**config.mk**
```make
export PLATFORM = sky130hd
export DESIGN_NAME = adc_piecewise_linear_calibration_top
export DESIGN_NICKNAME = d
export VERILOG_FILES = /design/src/rtl/plc_pkg.sv /design/src/rtl/adc_piecewise_linear_calibration_top.sv /design/src/rtl/plc_regs.sv /design/src/rtl/plc_prep.sv /design/src/rtl/plc_div.sv
export VERILOG_INCLUDE_DIRS = /design/src /design/src/rtl
export SDC_FILE = /design/constraint.sdc
export NUM_CORES = 2
export LEC_CHECK = 0
export ABC_AREA = 1
export BUFFER_PORTS_ARGS = -buffer_cell sky130_fd_sc_hd__buf_2
export CORE_MARGIN = 5
export CORE_UTILIZATION = 58
export DETAILED_ROUTE_END_ITERATION = 12
export MAX_ROUTING_LAYER = met4
export PLACE_DENSITY = 0.77
export SETUP_SLACK_MARGIN = 0.2
export SLEW_MARGIN = 20
export SYNTH_ARGS = -nofsm -noshare
export SYNTH_HDL_FRONTEND = slang
export SYNTH_SLANG_ARGS = --single-unit
export TNS_END_PERCENT = 1
```
**constraint.sdc**
```tcl
create_clock -name clk -period 6.25 [get_ports clk]
set_input_delay 0.625 -clock clk [delete_from_list [all_inputs] [get_ports clk]]
set_output_delay 0.625 -clock clk [all_outputs]
set_load 0.02 [all_outputs]
```
**src/rtl/adc_piecewise_linear_calibration_top_defines.svh**
```systemverilog
// assertion macros for the piecewise linear calibration block
`ifndef ADC_PIECEWISE_LINEAR_CALIBRATION_TOP_DEFINES_SVH
`define ADC_PIECEWISE_LINEAR_CALIBRATION_TOP_DEFINES_SVH

`ifndef NO_ASSERTIONS
`define PLC_ASSERT_IMP(name, clk, rst_n, ante, cons) \
  name: assert property (@(posedge clk) disable iff (!rst_n) (ante) |-> (cons)) \
    else $error("plc assertion failed");
`define PLC_ASSERT_NXT(name, clk, rst_n, ante, cons) \
  name: assert property (@(posedge clk) disable iff (!rst_n) (ante) |=> (cons)) \
    else $error("plc assertion failed");
`else
`define PLC_ASSERT_IMP(name, clk, rst_n, ante, cons)
`define PLC_ASSERT_NXT(name, clk, rst_n, ante, cons)
`endif

`endif

```
**src/rtl/plc_pkg.sv**
```systemverilog
// shared types and constants of the piecewise linear calibration block
`timescale 1ns / 1ps

package plc_pkg;

  localparam int RAW_W      = 16;
  localparam int MV_W       = 12;
  localparam int VAL_W      = 15;
  localparam int SEG_W      = 2;
  localparam int CFG_IDX_W  = 3;
  localparam int CFG_DATA_W = 15;
  localparam int MAX_POINTS = 4;
  localparam int DIV16_SH   = 4;
  localparam int DX_W       = 12;
  localparam int DMAG_W     = 15;
  localparam int PROD_W     = 27;
  localparam int Q_W        = 15;
  localparam int DIV_BITS   = 3;
  localparam int DIV_STAGES = 5;

  typedef logic signed [MV_W-1:0]  mv_t;
  typedef logic signed [VAL_W-1:0] val_t;
  typedef logic [SEG_W-1:0]        seg_t;
  typedef logic [CFG_IDX_W-1:0]    cfg_idx_t;
  typedef logic [PROD_W:0]         trial_t;
  typedef logic [PROD_W-1:0]       prod_t;

  localparam cfg_idx_t REG_IN_BASE  = 3'd0;
  localparam cfg_idx_t REG_OUT_BASE = 3'd4;

  localparam mv_t IN_RESET [MAX_POINTS] = '{12'sd7, 12'sd660, 12'sd1260, 12'sd2047};
  localparam val_t OUT_RESET [MAX_POINTS] = '{15'sd160, 15'sd280, 15'sd390, 15'sd510};

  typedef struct packed {
    mv_t  x;
    seg_t seg;
    logic lo;
    logic hi;
    logic interp;
    logic neg;
    val_t base;
  } side_t;

endpackage

```
**src/rtl/adc_piecewise_linear_calibration_top.sv**
```systemverilog
// throughput: one word per cycle; busy stays low, the pipeline never stalls
// the depth is set by four front stages, five divider stages of three quotient bits
// and the output register
// synchronous reset clears all valid bits and reloads the calibration table defaults
`timescale 1ns / 1ps
`include "adc_piecewise_linear_calibration_top_defines.svh"

module adc_piecewise_linear_calibration_top #(
  parameter int TABLE_POINTS = 4
) (
  input  logic                              clk,
  input  logic                              rst_n,
  input  logic                              start,
  output logic                              busy,
  input  logic signed [plc_pkg::RAW_W-1:0]  in_raw_sample,
  input  logic                              cfg_we,
  input  logic [plc_pkg::CFG_IDX_W-1:0]     cfg_index,
  input  logic [plc_pkg::CFG_DATA_W-1:0]    cfg_wdata,
  output logic                              out_strobe,
  output logic signed [plc_pkg::MV_W-1:0]   out_millivolts,
  output logic signed [plc_pkg::VAL_W-1:0]  out_value_tenths,
  output logic [plc_pkg::SEG_W-1:0]         out_segment,
  output logic                              out_clamped_low,
  output logic                              out_clamped_high
);

  plc_pkg::mv_t             in_pts  [TABLE_POINTS];
  plc_pkg::val_t            out_pts [TABLE_POINTS];
  logic                     prep_vld;
  plc_pkg::prod_t           prep_mag;
  logic [plc_pkg::DX_W-1:0] prep_div;
  plc_pkg::side_t           prep_side;
  logic                     div_vld;
  logic [plc_pkg::Q_W-1:0]  div_q;
  plc_pkg::side_t           div_side;

  assign busy = 1'b0;

  plc_regs #(.TABLE_POINTS(TABLE_POINTS)) u_regs (
    .clk       (clk),
    .rst_n     (rst_n),
    .cfg_we    (cfg_we),
    .cfg_index (cfg_index),
    .cfg_wdata (cfg_wdata),
    .in_pts    (in_pts),
    .out_pts   (out_pts)
  );

  plc_prep #(.TABLE_POINTS(TABLE_POINTS)) u_prep (
    .clk      (clk),
    .rst_n    (rst_n),
    .in_vld   (start && !busy),
    .in_raw   (in_raw_sample),
    .in_pts   (in_pts),
    .out_pts  (out_pts),
    .out_vld  (prep_vld),
    .out_mag  (prep_mag),
    .out_div  (prep_div),
    .out_side (prep_side)
  );

  plc_div u_div (
    .clk      (clk),
    .rst_n    (rst_n),
    .in_vld   (prep_vld),
    .in_mag   (prep_mag),
    .in_div   (prep_div),
    .in_side  (prep_side),
    .out_vld  (div_vld),
    .out_q    (div_q),
    .out_side (div_side)
  );

  // signed quotient added to the segment base when interpolating, else the base alone
  logic signed [plc_pkg::VAL_W:0] q_s_c;
  logic signed [plc_pkg::VAL_W:0] sum_c;
  plc_pkg::val_t                  val_c;

  always_comb begin
    q_s_c = div_side.neg ? -$signed({1'b0, div_q}) : $signed({1'b0, div_q});
    sum_c = {div_side.base[plc_pkg::VAL_W-1], div_side.base} + q_s_c;
    val_c = div_side.interp ? sum_c[plc_pkg::VAL_W-1:0] : div_side.base;
  end

  logic          out_strobe_r;
  plc_pkg::mv_t  out_mv_r;
  plc_pkg::val_t out_val_r;
  plc_pkg::seg_t out_seg_r;
  logic          out_lo_r;
  logic          out_hi_r;

  always_ff @(posedge clk) begin
    if (!rst_n) begin
      out_strobe_r <= 1'b0;
    end else begin
      out_strobe_r <= div_vld;
    end
  end

  always_ff @(posedge clk) begin
    out_mv_r  <= div_side.x;
    out_val_r <= val_c;
    out_seg_r <= div_side.seg;
    out_lo_r  <= div_side.lo;
    out_hi_r  <= div_side.hi;
  end

  assign out_strobe       = out_strobe_r;
  assign out_millivolts   = out_mv_r;
  assign out_value_tenths = out_val_r;
  assign out_segment      = out_seg_r;
  assign out_clamped_low  = out_lo_r;
  assign out_clamped_high = out_hi_r;

  `PLC_ASSERT_IMP(a_clamp_excl, clk, rst_n, out_strobe, !(out_clamped_low && out_clamped_high))
  `PLC_ASSERT_IMP(a_seg_range, clk, rst_n, out_strobe, out_segment <= plc_pkg::seg_t'(TABLE_POINTS - 2))
  `PLC_ASSERT_IMP(a_low_clamp, clk, rst_n, out_strobe && out_clamped_low, out_value_tenths == out_pts[0] && out_segment == '0)
  `PLC_ASSERT_NXT(a_strobe_follows, clk, rst_n, div_vld, out_strobe)

endmodule

```
**src/rtl/plc_regs.sv**
```systemverilog
// calibration table registers written through the configuration port
`timescale 1ns / 1ps

module plc_regs #(
  parameter int TABLE_POINTS = 4
) (
  input  logic                            clk,
  input  logic                            rst_n,
  input  logic                            cfg_we,
  input  plc_pkg::cfg_idx_t               cfg_index,
  input  logic [plc_pkg::CFG_DATA_W-1:0]  cfg_wdata,
  output plc_pkg::mv_t                    in_pts [TABLE_POINTS],
  output plc_pkg::val_t                   out_pts [TABLE_POINTS]
);

  plc_pkg::mv_t  in_pts_r  [TABLE_POINTS];
  plc_pkg::val_t out_pts_r [TABLE_POINTS];

  always_ff @(posedge clk) begin
    if (!rst_n) begin
      for (int j = 0; j < TABLE_POINTS; j++) begin
        in_pts_r[j]  <= plc_pkg::IN_RESET[j];
        out_pts_r[j] <= plc_pkg::OUT_RESET[j];
      end
    end else if (cfg_we) begin
      for (int j = 0; j < TABLE_POINTS; j++) begin
        if (cfg_index == plc_pkg::REG_IN_BASE + plc_pkg::cfg_idx_t'(j)) begin
          in_pts_r[j] <= cfg_wdata[plc_pkg::MV_W-1:0];
        end
        if (cfg_index == plc_pkg::REG_OUT_BASE + plc_pkg::cfg_idx_t'(j)) begin
          out_pts_r[j] <= cfg_wdata;
        end
      end
    end
  end

  assign in_pts  = in_pts_r;
  assign out_pts = out_pts_r;

endmodule

```
**src/rtl/plc_prep.sv**
```systemverilog
// front pipeline: scale to millivolts, segment search, point select, multiply
`timescale 1ns / 1ps

module plc_prep #(
  parameter int TABLE_POINTS = 4
) (
  input  logic                               clk,
  input  logic                               rst_n,
  input  logic                               in_vld,
  input  logic signed [plc_pkg::RAW_W-1:0]   in_raw,
  input  plc_pkg::mv_t                       in_pts [TABLE_POINTS],
  input  plc_pkg::val_t                      out_pts [TABLE_POINTS],
  output logic                               out_vld,
  output plc_pkg::prod_t                     out_mag,
  output logic [plc_pkg::DX_W-1:0]           out_div,
  output plc_pkg::side_t                     out_side
);

  // stage 1: divide by 16 toward zero
  logic         rnd_c;
  plc_pkg::mv_t x_c;
  logic         s1_vld_r;
  plc_pkg::mv_t s1_x_r;

  assign rnd_c = in_raw[plc_pkg::RAW_W-1] & (|in_raw[plc_pkg::DIV16_SH-1:0]);
  assign x_c   = in_raw[plc_pkg::RAW_W-1:plc_pkg::DIV16_SH] + plc_pkg::mv_t'(rnd_c);

  always_ff @(posedge clk) begin
    if (!rst_n) begin
      s1_vld_r <= 1'b0;
    end else begin
      s1_vld_r <= in_vld;
    end
  end

  always_ff @(posedge clk) begin
    s1_x_r <= x_c;
  end

  // stage 2: clamps and segment search
  logic          lo_c;
  logic          hi_c;
  plc_pkg::seg_t seg_c;
  logic          s2_vld_r;
  plc_pkg::mv_t  s2_x_r;
  plc_pkg::seg_t s2_seg_r;
  logic          s2_lo_r;
  logic          s2_hi_r;

  always_comb begin
    lo_c  = (s1_x_r <= in_pts[0]);
    hi_c  = !lo_c && (s1_x_r >= in_pts[TABLE_POINTS-1]);
    seg_c = plc_pkg::seg_t'(TABLE_POINTS - 2);
    for (int j = TABLE_POINTS - 3; j >= 0; j--) begin
      if (s1_x_r < in_pts[j+1]) begin
        seg_c = plc_pkg::seg_t'(j);
      end
    end
    if (lo_c) begin
      seg_c = '0;
    end
    if (hi_c) begin
      seg_c = plc_pkg::seg_t'(TABLE_POINTS - 2);
    end
  end

  always_ff @(posedge clk) begin
    if (!rst_n) begin
      s2_vld_r <= 1'b0;
    end else begin
      s2_vld_r <= s1_vld_r;
    end
  end

  always_ff @(posedge clk) begin
    s2_x_r   <= s1_x_r;
    s2_seg_r <= seg_c;
    s2_lo_r  <= lo_c;
    s2_hi_r  <= hi_c;
  end

  // stage 3: point select and differences
  plc_pkg::mv_t                    pin_lo;
  plc_pkg::mv_t                    pin_hi;
  plc_pkg::val_t                   pout_lo;
  plc_pkg::val_t                   pout_hi;
  logic signed [plc_pkg::MV_W:0]   dx_c;
  logic signed [plc_pkg::MV_W:0]   width_c;
  logic signed [plc_pkg::VAL_W:0]  dout_c;
  logic signed [plc_pkg::VAL_W:0]  dout_abs_c;
  plc_pkg::side_t                  side_c;
  logic                            s3_vld_r;
  plc_pkg::side_t                  s3_side_r;
  logic [plc_pkg::DMAG_W-1:0]      s3_dmag_r;
  logic [plc_pkg::DX_W-1:0]        s3_dx_r;
  logic [plc_pkg::DX_W-1:0]        s3_div_r;

  always_comb begin
    pin_lo  = in_pts[0];
    pin_hi  = in_pts[1];
    pout_lo = out_pts[0];
    pout_hi = out_pts[1];
    for (int j = 0; j < TABLE_POINTS - 1; j++) begin
      if (s2_seg_r == plc_pkg::seg_t'(j)) begin
        pin_lo  = in_pts[j];
        pin_hi  = in_pts[j+1];
        pout_lo = out_pts[j];
        pout_hi = out_pts[j+1];
      end
    end
    dx_c       = {s2_x_r[plc_pkg::MV_W-1], s2_x_r} - {pin_lo[plc_pkg::MV_W-1], pin_lo};
    width_c    = {pin_hi[plc_pkg::MV_W-1], pin_hi} - {pin_lo[plc_pkg::MV_W-1], pin_lo};
    dout_c     = {pout_hi[plc_pkg::VAL_W-1], pout_hi} - {pout_lo[plc_pkg::VAL_W-1], pout_lo};
    dout_abs_c = dout_c[plc_pkg::VAL_W] ? -dout_c : dout_c;

    side_c.x      = s2_x_r;
    side_c.seg    = s2_seg_r;
    side_c.lo     = s2_lo_r;
    side_c.hi     = s2_hi_r;
    side_c.interp = !s2_lo_r && !s2_hi_r && (width_c > 0);
    side_c.neg    = dout_c[plc_pkg::VAL_W];
    priority if (s2_lo_r) begin
      side_c.base = out_pts[0];
    end else if (s2_hi_r) begin
      side_c.base = out_pts[TABLE_POINTS-1];
    end else begin
      side_c.base = pout_lo;
    end
  end

  always_ff @(posedge clk) begin
    if (!rst_n) begin
      s3_vld_r <= 1'b0;
    end else begin
      s3_vld_r <= s2_vld_r;
    end
  end

  always_ff @(posedge clk) begin
    s3_side_r <= side_c;
    s3_dmag_r <= dout_abs_c[plc_pkg::DMAG_W-1:0];
    s3_dx_r   <= dx_c[plc_pkg::DX_W-1:0];
    s3_div_r  <= side_c.interp ? width_c[plc_pkg::DX_W-1:0] : plc_pkg::DX_W'(1);
  end

  // stage 4: product magnitude
  logic           s4_vld_r;
  plc_pkg::prod_t s4_mag_r;
  logic [plc_pkg::DX_W-1:0] s4_div_r;
  plc_pkg::side_t s4_side_r;

  always_ff @(posedge clk) begin
    if (!rst_n) begin
      s4_vld_r <= 1'b0;
    end else begin
      s4_vld_r <= s3_vld_r;
    end
  end

  always_ff @(posedge clk) begin
    s4_mag_r  <= plc_pkg::prod_t'(s3_dmag_r) * plc_pkg::prod_t'(s3_dx_r);
    s4_div_r  <= s3_div_r;
    s4_side_r <= s3_side_r;
  end

  assign out_vld  = s4_vld_r;
  assign out_mag  = s4_mag_r;
  assign out_div  = s4_div_r;
  assign out_side = s4_side_r;

endmodule

```
**src/rtl/plc_div.sv**
```systemverilog
// pipelined restoring divider, a few quotient bits per stage
`timescale 1ns / 1ps

module plc_div (
  input  logic                      clk,
  input  logic                      rst_n,
  input  logic                      in_vld,
  input  plc_pkg::prod_t            in_mag,
  input  logic [plc_pkg::DX_W-1:0]  in_div,
  input  plc_pkg::side_t            in_side,
  output logic                      out_vld,
  output logic [plc_pkg::Q_W-1:0]   out_q,
  output plc_pkg::side_t            out_side
);

  localparam int NS = plc_pkg::DIV_STAGES;

  logic                     vld_r  [NS];
  plc_pkg::prod_t           rem_r  [NS];
  logic [plc_pkg::DX_W-1:0] div_r  [NS];
  logic [plc_pkg::Q_W-1:0]  q_r    [NS];
  plc_pkg::side_t           side_r [NS];

  for (genvar s = 0; s < NS; s++) begin : g_stage
    logic                     vld_in;
    plc_pkg::prod_t           rem_in;
    logic [plc_pkg::DX_W-1:0] div_in;
    logic [plc_pkg::Q_W-1:0]  q_in;
    plc_pkg::side_t           side_in;
    plc_pkg::prod_t           rem_c;
    logic [plc_pkg::Q_W-1:0]  q_c;
    plc_pkg::trial_t          trial;

    if (s == 0) begin : g_first
      assign vld_in  = in_vld;
      assign rem_in  = in_mag;
      assign div_in  = in_div;
      assign q_in    = '0;
      assign side_in = in_side;
    end else begin : g_next
      assign vld_in  = vld_r[s-1];
      assign rem_in  = rem_r[s-1];
      assign div_in  = div_r[s-1];
      assign q_in    = q_r[s-1];
      assign side_in = side_r[s-1];
    end

    always_comb begin
      rem_c = rem_in;
      q_c   = q_in;
      trial = '0;
      for (int b = 0; b < plc_pkg::DIV_BITS; b++) begin
        trial = plc_pkg::trial_t'(rem_c)
              - (plc_pkg::trial_t'(div_in) << (plc_pkg::Q_W - 1 - plc_pkg::DIV_BITS * s - b));
        if (!trial[plc_pkg::PROD_W]) begin
          rem_c = trial[plc_pkg::PROD_W-1:0];
          q_c[plc_pkg::Q_W - 1 - plc_pkg::DIV_BITS * s - b] = 1'b1;
        end
      end
    end

    always_ff @(posedge clk) begin
      if (!rst_n) begin
        vld_r[s] <= 1'b0;
      end else begin
        vld_r[s] <= vld_in;
      end
    end

    always_ff @(posedge clk) begin
      rem_r[s]  <= rem_c;
      div_r[s]  <= div_in;
      q_r[s]    <= q_c;
      side_r[s] <= side_in;
    end
  end

  assign out_vld  = vld_r[NS-1];
  assign out_q    = q_r[NS-1];
  assign out_side = side_r[NS-1];

endmodule

```
Word level (Yosys, flattened, before mapping)
Memories as Yosys holds them, arrays and structs flattened. A register that Yosys moved wholly into a read port is not among the register bits.
Cells that the tools add are included.
{"block": "op_classes", "add_sub_neg": 22, "multipliers": 1, "magnitude_cmp": 5, "n_eq_ne": 9, "n_mux": 53, "bitwise": 6, "reduce_logical": 18}
{"op": "two-way mux 27 bit", "count": 15}
{"op": "two-way mux 15 bit", "count": 9}
{"op": "two-way mux 12 bit", "count": 4}
{"op": "negator 15 bit", "count": 2}
{"op": "subtractor 27 x 12 -> 28 bit", "count": 1}
{"op": "subtractor 27 x 13 -> 28 bit", "count": 1}
{"op": "subtractor 27 x 14 -> 28 bit", "count": 1}
{"op": "subtractor 27 x 15 -> 28 bit", "count": 1}
{"op": "subtractor 27 x 16 -> 28 bit", "count": 1}
{"op": "subtractor 27 x 17 -> 28 bit", "count": 1}
{"op": "subtractor 27 x 18 -> 28 bit", "count": 1}
{"op": "subtractor 27 x 19 -> 28 bit", "count": 1}
{"op": "subtractor 27 x 20 -> 28 bit", "count": 1}
{"op": "subtractor 27 x 21 -> 28 bit", "count": 1}
{"op": "subtractor 27 x 22 -> 28 bit", "count": 1}
{"op": "subtractor 27 x 23 -> 28 bit", "count": 1}
{"op": "subtractor 27 x 24 -> 28 bit", "count": 1}
{"op": "subtractor 27 x 25 -> 28 bit", "count": 1}
{"op": "subtractor 27 x 26 -> 28 bit", "count": 1}
{"op": "multiplier 15 x 12 -> 27 bit", "count": 1}
{"op": "less-than comparator 12 bit", "count": 2}
{"op": "two-way mux 1 bit", "count": 22}
{"op": "AND reduction 2 bit", "count": 8}
{"op": "subtractor 15 x 15 -> 16 bit", "count": 1}
{"op": "other kinds (20)", "count": 35}
{"block": "totals", "regBits": 315, "mem_bits_rw": 440, "inputBits": 38, "out_inout_bits": 33, "wordCells": 161, "mem_count": 5}
{"memory": "u_div.side_r", "depth": 5, "width": 33, "read_ports": 5, "rd_clocked_by_memory_dff": 0, "wr": 5, "line_no": "plc_div.sv:22", "source": "plc_pkg::side_t side_r [NS];"}
{"memory": "u_div.rem_r", "depth": 5, "width": 27, "read_ports": 4, "rd_clocked_by_memory_dff": 0, "wr": 5, "line_no": "plc_div.sv:19", "source": "plc_pkg::prod_t rem_r [NS];"}
{"memory": "u_div.q_r", "depth": 5, "width": 15, "read_ports": 5, "rd_clocked_by_memory_dff": 0, "wr": 5, "line_no": "plc_div.sv:21", "source": "logic [plc_pkg::Q_W-1:0] q_r [NS];"}
{"memory": "u_div.div_r", "depth": 5, "width": 12, "read_ports": 4, "rd_clocked_by_memory_dff": 0, "wr": 5, "line_no": "plc_div.sv:20", "source": "logic [plc_pkg::DX_W-1:0] div_r [NS];"}
{"memory": "u_div.vld_r", "depth": 5, "width": 1, "read_ports": 5, "rd_clocked_by_memory_dff": 1, "wr": 5, "line_no": "plc_div.sv:18", "source": "logic vld_r [NS];"}

Logic depth before layout (Yosys ltp)
An unclocked memory read counts as a cell.
{"block": "logic_depth", "ltp_word": 7, "depth_mapped": 50}

Modules after synthesis
Synthesis repeated with hierarchy kept, for this count alone.
{"block": "hier_totals", "cells_unflattened": 5644, "area_unflattened_um2": 41828.9}
{"mod": "plc_div", "instances": 1, "cells_each": 2915, "area_each_um2": 21120.3}
{"mod": "plc_prep", "instances": 1, "cells_each": 1868, "area_each_um2": 14546.5}
{"mod": "plc_regs", "instances": 1, "cells_each": 579, "area_each_um2": 4154.0}
{"mod": "adc_piecewise_linear_calibration_top", "instances": 1, "cells_each": 282, "area_each_um2": 2008.2}

Worst setup path after synthesis
Ideal clock, no wire load.
{"block": "synth_path", "kind": "register to register", "startpoint": "memory u_div.div_r[0][0] (netlist bit)", "endpoint": "memory u_div.rem_r[0][41] (netlist bit)", "setup_ns": 0.122, "arrival_time_ns": 6.118, "required_ns": 6.128, "setup_slack_ns": 0.009, "stages_incl_launch_ff": 44, "synth_period_minus_slack_ns": 6.241, "cell_sequence": "dfxtp_1 -> ha_1 -> inv_1 -> fa_1 -> nand3_1 -> nand2_1 -> nand2_1 -> nand3_1 -> nand3_1 -> nand2_2 -> inv_2 -> clkbuf_1 -> clkbuf_1 -> nand2_1 -> o21ai_0 -> ha_1 -> nand3_1 -> nand2_1 -> [... 8 more ...] -> buf_2 -> o21ai_0 -> fa_1 -> nand3_1 -> nand2_1 -> a21oi_1 -> o21ai_0 -> nand3_1 -> nand2_1 -> a21oi_1 -> o21bai_1 -> nand3_1 -> nand2_1 -> nor3_1 -> nand3_1 -> inv_2 -> buf_2 -> o21ai_0"}
{"element": "start: declaration", "line_no": "plc_div.sv:20"}
{"element": "end: declaration", "line_no": "plc_div.sv:19"}

==> impl_metrics.tcl <==
set metrics [dict create \
    status "finished clean" \
    r2r_start "u_prep.out_mag[19]" \
    syn_to_final_growth_pct 14.6 \
    die_x_um 272 \
    syn_nets 5679 \
    drtIter0Drc 2714 \
    fin_skew_ns 0.0650 \
    path_clk_slew_ns 0.06 \
    place_ws_ns -0.138 \
    start_util_pct 58.2 \
    path_max_fanout 5 \
    fin_crit_sh_pct 97.7 \
    rsz0062_at_grt "true" \
    drc 0 \
    grt_max_degree 119 \
    place_congestion 0.970 \
    end_kind "flip-flop" \
    first_pass_iters 6 \
    synth_top_area_cell "dfxtp_1" \
    synthArstFlopShare_pct 0 \
    ys_top_cells_by_area "dfxtp_1 35%, nand2_1 11%, ha_1 11%" \
    dieArea_um2 73900 \
    clock_latency_ns 0.64 \
    synth.cell_area_um2 39800 \
    layout.nets 5858 \
    criticalPathCategory "reg -> reg" \
    htreeDepth 3 \
    numCtsBuffers 70 \
    drive_gt1_share_pct 11.2 \
    grt_pass1_wl_um 169000 \
    antenna_found_initial 7 \
    core_um2 68300 \
    num_vias 34500 \
    startpoint "u_prep.out_mag[19]" \
    holdBufCountCts 0 \
    fin_ws_ns 0.144 \
    cp_num_buf_inv 2 \
    hold_path_class "in -> reg" \
    crit_slowest_cell "dfxtp_1" \
    yosys_warnings 0 \
    post-synth-top-count-cell "nand2_1" \
    hold_viol 0 \
    max_cap_violations 0 \
    cp_top_family "simple AND/OR/NAND/NOR gates" \
    crit_top_cell "nand2_1" \
    die_y_um 272 \
    synth_edf_count 0 \
    antenna_left 0 \
    yosysUniqueCellTypes 55 \
    maxSlewHeadroom_pct 23.4 \
    fmax_mhz 164 \
    wl_per_cell_um 17.2 \
    cts_root_buf "clkbuf_16" \
    cts_tree "done" \
    rows 96 \
    syn_avg_cell_area_um2 7.72 \
    clk_path_buf_depth 3 \
    grt_overflow 0 \
    ys_seq_area_share_pct 34.6 \
    io_pins 71 \
    ys_ff_latch 687 \
    first_global_vias 32900 \
    setup_violations 0 \
    portBuffers 69 \
    tightest_slew_ns 1.15 \
    vias_per_cell 5.51 \
    cts_num_sinks 687 \
    syn_inst 5147 \
    synthTopCellsByCount "1,168 x nand2_1, 752 x inv_1, 687 x dfxtp_1" \
    worstPathRequired_ns 6.68 \
    routed_wl_um 108000 \
    final-max-slew-violation-count 0 \
    critPathLaunchType "flip-flop" \
    yosysTopAreaCellShare_pct 34.6 \
    period_minus_slack_ns 6.11 \
    cp_slowest_stage_delay_ns 0.41 \
    yosys_most_used_dff "dfxtp_1" \
    hpwl_um 80700 \
    track_usage_pct 28.7 \
    arrival_ns 6.54 \
    min-delay-start "start" \
]
==> final timing paths <==
| check | endpoint | slack, ns | cells after the start |
|---|---|---|---|
| worst min register to register | u_div.side_r[0][16] | 0.31 | 0 |
| worst min-delay path | u_prep.s1_vld_r | 0.19 | 3 |
| worst max-delay path | u_div.rem_r[0][26] | 0.14 | 40 |
| worst max register to register | u_div.rem_r[0][26] | 0.14 | 40 |
==> cells by family after synthesis <==
| kind of cell | after synthesis | share of synthesized area [%] |
|---|---|---|
| AOI/OAI and AO/OA | 841 | 11.9 |
| other | 1 | 0.00943 |
| muxes | 1 | 0.0283 |
| adders and majority gates | 494 | 18.3 |
| xor gates and xnor gates | 247 | 5.44 |
| DFF | 687 | 34.6 |
| buffers and inverters | 891 | 8.64 |
| and+or+nand+nor | 1985 | 21.1 |
==> per-layer routing <==
layer  vias to the layer above  track usage (%)  share of wire (%)
met5                         -                -                  0
met3                       221             3.52                7.0
met4                         0             9.76                3.3
met1                     16200             36.6                 42
li1                      17000                -                  -
met2                      1133             47.8                 48
==> cell type report <==
type,instances,area (um^2)
Antenna cell,4,10.0
Clock buffer,99,2030
Clock inverter,29,547
Fill cell,5565,22800
Inverter,766,2910
Multi-Input combinational cell,3571,23600
Sequential cell,687,13800
Tap cell,882,1100
Timing Repair Buffer,223,1590
Timing Repair inverter,7,55.1
==> through the flow <==
stage	instance area, um^2	hold WS, ns	utilization, %	TNS (ns)	instances
4_1_cts	44200	0.164	64.7	0	6221
3_5_place_dp	41500	0.312	60.8	-1.44	6089
3_3_place_gp	41500	0.310	60.8	0	6089
5_1_grt	45600	0.199	66.7	-0.727	6267
2_1_floorplan	39800	0.310	-	0	5147
6_report	45600	0.188	66.7	0	6268
==> placed cells by master (no fill, tap or decap), drive strengths merged, types with 2 or more instances in the layout <==
master	Yosys	layout
nand2	1183	1185
inv	764	763
dfxtp	687	687
nor2	371	371
a21oi	353	353
ha	346	346
o21ai	290	290
nand3	271	271
buf	33	220
fa	148	148
xor2	126	126
xnor2	121	121
clkbuf	92	102
nand4	67	67
nor3	48	48
o211ai	38	38
o221ai	29	29
o22ai	27	27
a31oi	23	23
a21o	20	20
o21bai	18	18
clkinv	2	18
nand3b	17	17
or2	14	14
clkinvlp	0	11
bufinv	0	10
a211oi	9	9
a21boi	8	8
o31ai	7	7
o21a	6	6
and2	6	6
nor4	6	6
o2111ai	5	5
diode	0	4
a221oi	4	4
and3	2	2
a31o	2	2
==> state kept, by name, indices dropped and copies added (netlist names), 15 cells and up <==
register,flops
out_value_tenths,15
u_regs.in_pts,48
u_div.rem_r,108
u_regs.out_pts,60
u_prep.out_mag,27
u_prep.s3_dmag_r,15
u_div.q_r,45
u_prep.s3_side_r,33
u_div.side_r,165
u_prep.out_side,33
u_div.div_r,48
==> timing repair <==
action	4_1_cts	5_1_grt
endpoints found under the setup margin	75	85
setup buffers	0	36
gates cloned	4	7
gates resized for setup	38	228
pin swaps	0	43
==> tightest hold or removal path, cell delays in order <==
cell     delay (ns)
buf_2          0.08
nand2_1        0.04
inv_1          0.04
Power is not shown: default switching activity piles up to over one toggle a cycle in this logic, so the estimate is an artifact.
